**src/rtl/att_pkg.sv**
```systemverilog
// ----------------------------------------------------------------------------
// att_pkg
// Types, widths and constants shared by the attitude pipeline.
// ----------------------------------------------------------------------------
package att_pkg;

	localparam int CORDIC_STEPS_DEF = 16;
	localparam int TAB_LEN          = 24;

	// atan(2^-i) in units of 1/256 centidegree
	localparam int ATAN_TAB [TAB_LEN] = '{
		1152000, 680065, 359328, 182400, 91554, 45822, 22916, 11459,
		5730, 2865, 1432, 716, 358, 179, 90, 45,
		22, 11, 6, 3, 1, 1, 0, 0
	};

	localparam int RAD_W  = 48;   // (ay^2 + az^2) * 2^16
	localparam int ROOT_W = 24;
	localparam int REM_W  = 27;
	localparam int CIN_W  = 25;   // CORDIC operand, raw counts * 2^8
	localparam int XY_W   = 36;   // CORDIC x/y, operand * 2^8 plus gain
	localparam int ACC_W  = 24;   // angle accumulator, 1/256 centidegree
	localparam int ANG_W  = 16;

	localparam logic signed [15:0] DECL_RESET = -16'sd400;
	localparam int HALF_TURN    = 18000;
	localparam int QUARTER_TURN = 9000;
	localparam int FULL_TURN    = 36000;

	typedef struct packed {
		logic signed [15:0] accel_x;
		logic signed [15:0] accel_y;
		logic signed [15:0] accel_z;
		logic signed [15:0] mag_first;
		logic signed [15:0] mag_second;
	} sample_t;

	typedef struct packed {
		logic signed [14:0] pitch_centideg;
		logic signed [15:0] roll_centideg;
		logic        [15:0] heading_centideg;
	} attitude_t;

	// raw 16-bit count scaled by 2^8 into a CORDIC operand
	function automatic logic signed [CIN_W-1:0] scale8(input logic signed [15:0] v);
		scale8 = $signed({{(CIN_W-24){v[15]}}, v, 8'b0});
	endfunction

endpackage

```
**src/rtl/att_isqrt.sv**
```systemverilog
// ----------------------------------------------------------------------------
// att_isqrt
// Pipelined digit-by-digit integer square root, one root bit per stage.
// ----------------------------------------------------------------------------
module att_isqrt import att_pkg::*; (
	input  logic              clk,
	input  logic              arst_n,
	input  logic              en,
	input  logic              in_valid,
	input  logic [RAD_W-1:0]  radicand,
	input  sample_t           side_in,
	output logic              out_valid,
	output logic [ROOT_W-1:0] root,
	output sample_t           side_out
);

	logic              vld_sk  [ROOT_W];
	logic [REM_W-1:0]  rem_sk  [ROOT_W];
	logic [ROOT_W-1:0] root_sk [ROOT_W];
	logic [RAD_W-1:0]  rad_sk  [ROOT_W];
	sample_t           side_sk [ROOT_W];

	for (genvar k = 0; k < ROOT_W; k++) begin : g_step
		logic              vld_in;
		logic [REM_W-1:0]  rem_in, rem_sh, trial;
		logic [ROOT_W-1:0] root_in;
		logic [RAD_W-1:0]  rad_in;
		sample_t           side_in_k;
		logic              ge;

		if (k == 0) begin : g_first
			assign vld_in    = in_valid;
			assign rem_in    = '0;
			assign root_in   = '0;
			assign rad_in    = radicand;
			assign side_in_k = side_in;
		end else begin : g_next
			assign vld_in    = vld_sk[k-1];
			assign rem_in    = rem_sk[k-1];
			assign root_in   = root_sk[k-1];
			assign rad_in    = rad_sk[k-1];
			assign side_in_k = side_sk[k-1];
		end

		assign rem_sh = {rem_in[REM_W-3:0], rad_in[RAD_W-1 -: 2]};
		assign trial  = {{(REM_W-ROOT_W-2){1'b0}}, root_in, 2'b01};
		assign ge     = (rem_sh >= trial);

		always_ff @(posedge clk or negedge arst_n) begin
			if (!arst_n) begin
				vld_sk[k] <= 1'b0;
			end else if (en) begin
				vld_sk[k] <= vld_in;
			end
		end

		always_ff @(posedge clk) begin
			if (en) begin
				rem_sk[k]  <= ge ? (rem_sh - trial) : rem_sh;
				root_sk[k] <= {root_in[ROOT_W-2:0], ge};
				rad_sk[k]  <= {rad_in[RAD_W-3:0], 2'b00};
				side_sk[k] <= side_in_k;
			end
		end
	end

	assign out_valid = vld_sk[ROOT_W-1];
	assign root      = root_sk[ROOT_W-1];
	assign side_out  = side_sk[ROOT_W-1];

endmodule

```
**config.mk**
```make
export PLATFORM = sky130hd
export DESIGN_NAME = att_isqrt
export DESIGN_NICKNAME = d
export VERILOG_FILES = /design/src/rtl/att_pkg.sv /design/src/rtl/att_isqrt.sv
export SDC_FILE = /design/constraint.sdc
export NUM_CORES = 2
export LEC_CHECK = 0
export BUFFER_PORTS_ARGS = -buffer_cell sky130_fd_sc_hd__buf_4
export CAP_MARGIN = 10
export CORE_MARGIN = 2
export CORE_UTILIZATION = 45
export DETAILED_ROUTE_END_ITERATION = 8
export PLACE_DENSITY = 0.58
export SLEW_MARGIN = 25
export SYNTH_ARGS = -nofsm -noshare
export SYNTH_HDL_FRONTEND = slang
export SYNTH_MEMORY_MAX_BITS = 65536
export SYNTH_SLANG_ARGS = --single-unit
```
**constraint.sdc**
```tcl
create_clock -name clk -period 4.29 [get_ports clk]
set_input_delay 0.6435 -clock clk [delete_from_list [all_inputs] [get_ports clk]]
set_output_delay 0.6435 -clock clk [all_outputs]
set_load 0.01 [all_outputs]
```
==> results.py <==
metrics = {
    "status": {
        "outcome": "complete, no violations",
    },
    "floorplan": {
        "core.rowCount": 192,
        "die_area_um2": 277800,
        "design.core.area_um2": 272900,
        "ioPinCount": 237,
        "dieWidth_um": 527.1,
        "start_util": 0.4512,
        "die_h_um": 527.1,
    },
    "power": {
        "leakage_nw": 51.69,
        "vdd_drop_max_mv": 0.3657,
        "cellPowerDensity_nw_per_um2": 536.3,
        "power_frac_comb": 0.099,
        "p_seq_frac": 0.529,
        "p_int_mw": 59.09,
        "p_clk_frac": 0.372,
        "switchingPower_mw": 17.54,
        "p_sw_frac": 0.2289,
    },
    "routing": {
        "drc": 0,
        "ant_nets": 0,
        "wl_mm": 188.2,
        "drt_iter0_drc": 3647,
        "vias": 57740,
        "vias_per_cell": 4.994,
        "wl_per_cell_um": 16.28,
        "dr.pass1.iters": 6,
    },
    "global_routing": {
        "use_met3": 0.02235,
        "grt_pass1_vias": 58740,
        "antenna_found_initial": 4,
        "grt.busiest_layer": "met2",
        "overflow": 0,
        "grt_use_total": 0.1331,
        "use_met1": 0.1528,
        "grt_pass1_wl_mm": 301.4,
        "grt_max_degree": 129,
        "gr-usage-met2": 0.2364,
    },
    "timing": {
        "min_period_over_period": 0.8627,
        "finalMaxSlewViolations": 0,
        "min_period_ps": 3701,
        "fmax_mhz": 270.2,
        "fin_tns_setup_ps": 0,
        "rsz0062_at_grt": "no",
        "slew_headroom": 0.3331,
        "final-setup-viol-count": 0,
        "skew_ps": 90.20,
        "finalHoldViolations": 0,
        "tightest_slew_ps": 1000,
    },
    "place": {
        "dpl_cell_area_um2": 130700,
        "gp_congestion": 0.9016,
        "numPortBuffers": 236,
        "dpl.hpwl_mm": 120.7,
    },
    "synthesis": {
        "syn_nets": 7370,
        "async_flop_share": 0.007190,
        "ys.flop_type": "edfxtp_1",
        "synth_seq_area_share": 0.8131,
        "yosysWarningCount": 0,
        "syn_avg_cell_area_um2": 17.81,
        "synth_edf_count": 3314,
        "synth-seq-cells": 3338,
        "syn_area_um2": 123100,
        "synthCells": 6913,
        "ys_types": 91,
    },
    "critical_path": {
        "cp.required_ps": 4850,
        "cp_cell_sequence": "ha_1, nand4_1, nor3_1, a31oi_1, a41o_1, a21oi_2, buf_4, mux2_2",
        "critPathMaxStageDelay_ps": 670,
        "crit_type": "register to register",
        "start_kind": "register",
        "r2r_slack_ps": 590,
        "crit_slowest_cell": "nor3_1",
        "crit_path_end_kind": "register",
        "worstPathArrival_ps": 4270,
        "path_max_fanout": 29,
    },
    "cells_and_area": {
        "final_cell_mix": "edfxtp_1, inv_1, clkbuf_16",
        "drive_above_1_share": 0.1238,
        "nNetsFinal": 8152,
        "final_area_um2": 142900,
        "area_delta_synth_final_pct": 16.05,
        "layout_commonest_cell": "edfxtp_1",
        "n_fill_cell": 21730,
    },
    "clock_tree": {
        "cts_sinks": 3338,
        "clk_latency_ps": 920,
        "hold_buffers": 131,
        "htreeDepth": 5,
        "postCtsResizedCells": 0,
        "cts_buffers": 351,
        "cts_tree": "done",
        "post_cts.repair.setup_buffers": 0,
        "clock_path_buffers": 4,
        "clk_pin_slew_ps": 60,
        "root_buffer": "clkbuf_16",
    },
    "worst_hold_path": {
        "hold_path_class": "input port to asynchronous set/reset pin",
    },
    "flow_run": {
        "cap_violations": 0,
    },
}
per-stage QoR:
stage	setup WS (ps)	hold WS [ps]	util	power, mW	std cells
after floorplan	833.5	347.9	-	45.95	6913
after global placement	678.2	400.2	0.4788	48.41	10800
after detailed placement	634.4	404.5	0.4788	48.72	10800
after CTS	616.4	69.28	0.5236	77.76	11560
after global routing	408.4	149.0	0.5236	80.16	11560
final	589.1	183.0	0.5236	76.63	11560
metal layers:
layer  wire length, um  vias to the layer above
li1                  -                    28000
met1             75200                    28060
met2             96350                     1102
met3              6964                      568
met4              9670                        2
met5                11                        -
critical path: cells and delay by family (launching register included):
family | cells | cell delay [ps]
fa+ha+maj | 1 | 410
flops | 1 | 400
mux | 1 | 380
compound gates | 3 | 860
buf+inv | 1 | 400
simple gates | 2 | 1000
area by class of cell:
class / count / area [um2] / area share
Sequential cell: 3338 / 100100 / 0.7007
Multi-Input combinational cell: 3079 / 21170 / 0.1481
Clock buffer: 433 / 9153 / 0.06405
Timing Repair Buffer: 511 / 4634 / 0.03243
Tap cell: 3589 / 4491 / 0.03143
Clock inverter: 196 / 1763 / 0.01234
Inverter: 414 / 1559 / 0.01091
Antenna cell: 2 / 5.005 / 0.00003503
path summary, 6_finish.rpt:
check / from / to / depth (start not counted)
worst max-delay path: rem_sk[2][94] / rem_sk[2][124] / 8
worst min-delay path: arst_n / out_valid / 2
worst max register to register: rem_sk[2][94] / rem_sk[2][124] / 8
worst min register to register: rad_sk[0][247] / rad_sk[0][295] / 0
max in group asynchronous: arst_n / g_step[18].vld_in / 2
min in group clk: en / side_sk[0][57] / 1
registers in the layout, summed over array words and instances, names as in the netlist:
name and cells:
out_valid 1, root_sk 300, rem_sk 542, side_sk 1920, rad_sk 552, g_step.vld_in 23
cells in the mapped netlist, types with 25 or more instances:
| library cell | number | area share |
|---|---|---|
| o21ai_0 | 236 | 0.0096 |
| xnor2_1 | 249 | 0.018 |
| o21a_1 | 61 | 0.0037 |
| nor4_1 | 68 | 0.0035 |
| a21o_1 | 100 | 0.0061 |
| clkbuf_1 | 74 | 0.0023 |
| o21bai_1 | 25 | 0.0015 |
| a211oi_1 | 34 | 0.0021 |
| nor3_1 | 135 | 0.0055 |
| xor2_1 | 170 | 0.012 |
| nand3_1 | 81 | 0.0033 |
| a21oi_1 | 294 | 0.012 |
| inv_1 | 412 | 0.013 |
| nand4_1 | 55 | 0.0028 |
| edfxtp_1 | 3314 | 0.81 |
| ha_1 | 325 | 0.033 |
| o31ai_1 | 38 | 0.0023 |
| or3_1 | 46 | 0.0023 |
| nand2b_1 | 68 | 0.0035 |
| nor2b_1 | 55 | 0.0028 |
| nor2_1 | 325 | 0.0099 |
| mux2_2 | 73 | 0.0067 |
| a31oi_1 | 25 | 0.0013 |
| nand2_1 | 301 | 0.0092 |
power by group through the flow:
| stage | logic (mW) | registers [mW] | clock network (mW) |
|---|---|---|---|
| after floorplan | 5.18 | 40.8 | 0 |
| after global placement | 7.27 | 41.1 | 0 |
| after detailed placement | 7.48 | 41.2 | 0 |
| after CTS | 7.62 | 40.6 | 29.6 |
| after global routing | 8.51 | 40.8 | 30.8 |
| final | 7.59 | 40.5 | 28.5 |
logic make-up after synthesis:
family,after synthesis,synth area share
mux,81,0.007367
simple gates,1286,0.05202
compound gates,967,0.04937
xor+xnor,419,0.02980
flops,3338,0.8131
other cells,1,0.00003046
fa+ha+maj,325,0.03303
buf+inv,496,0.01529
Power figures use the tool's default switching activity.
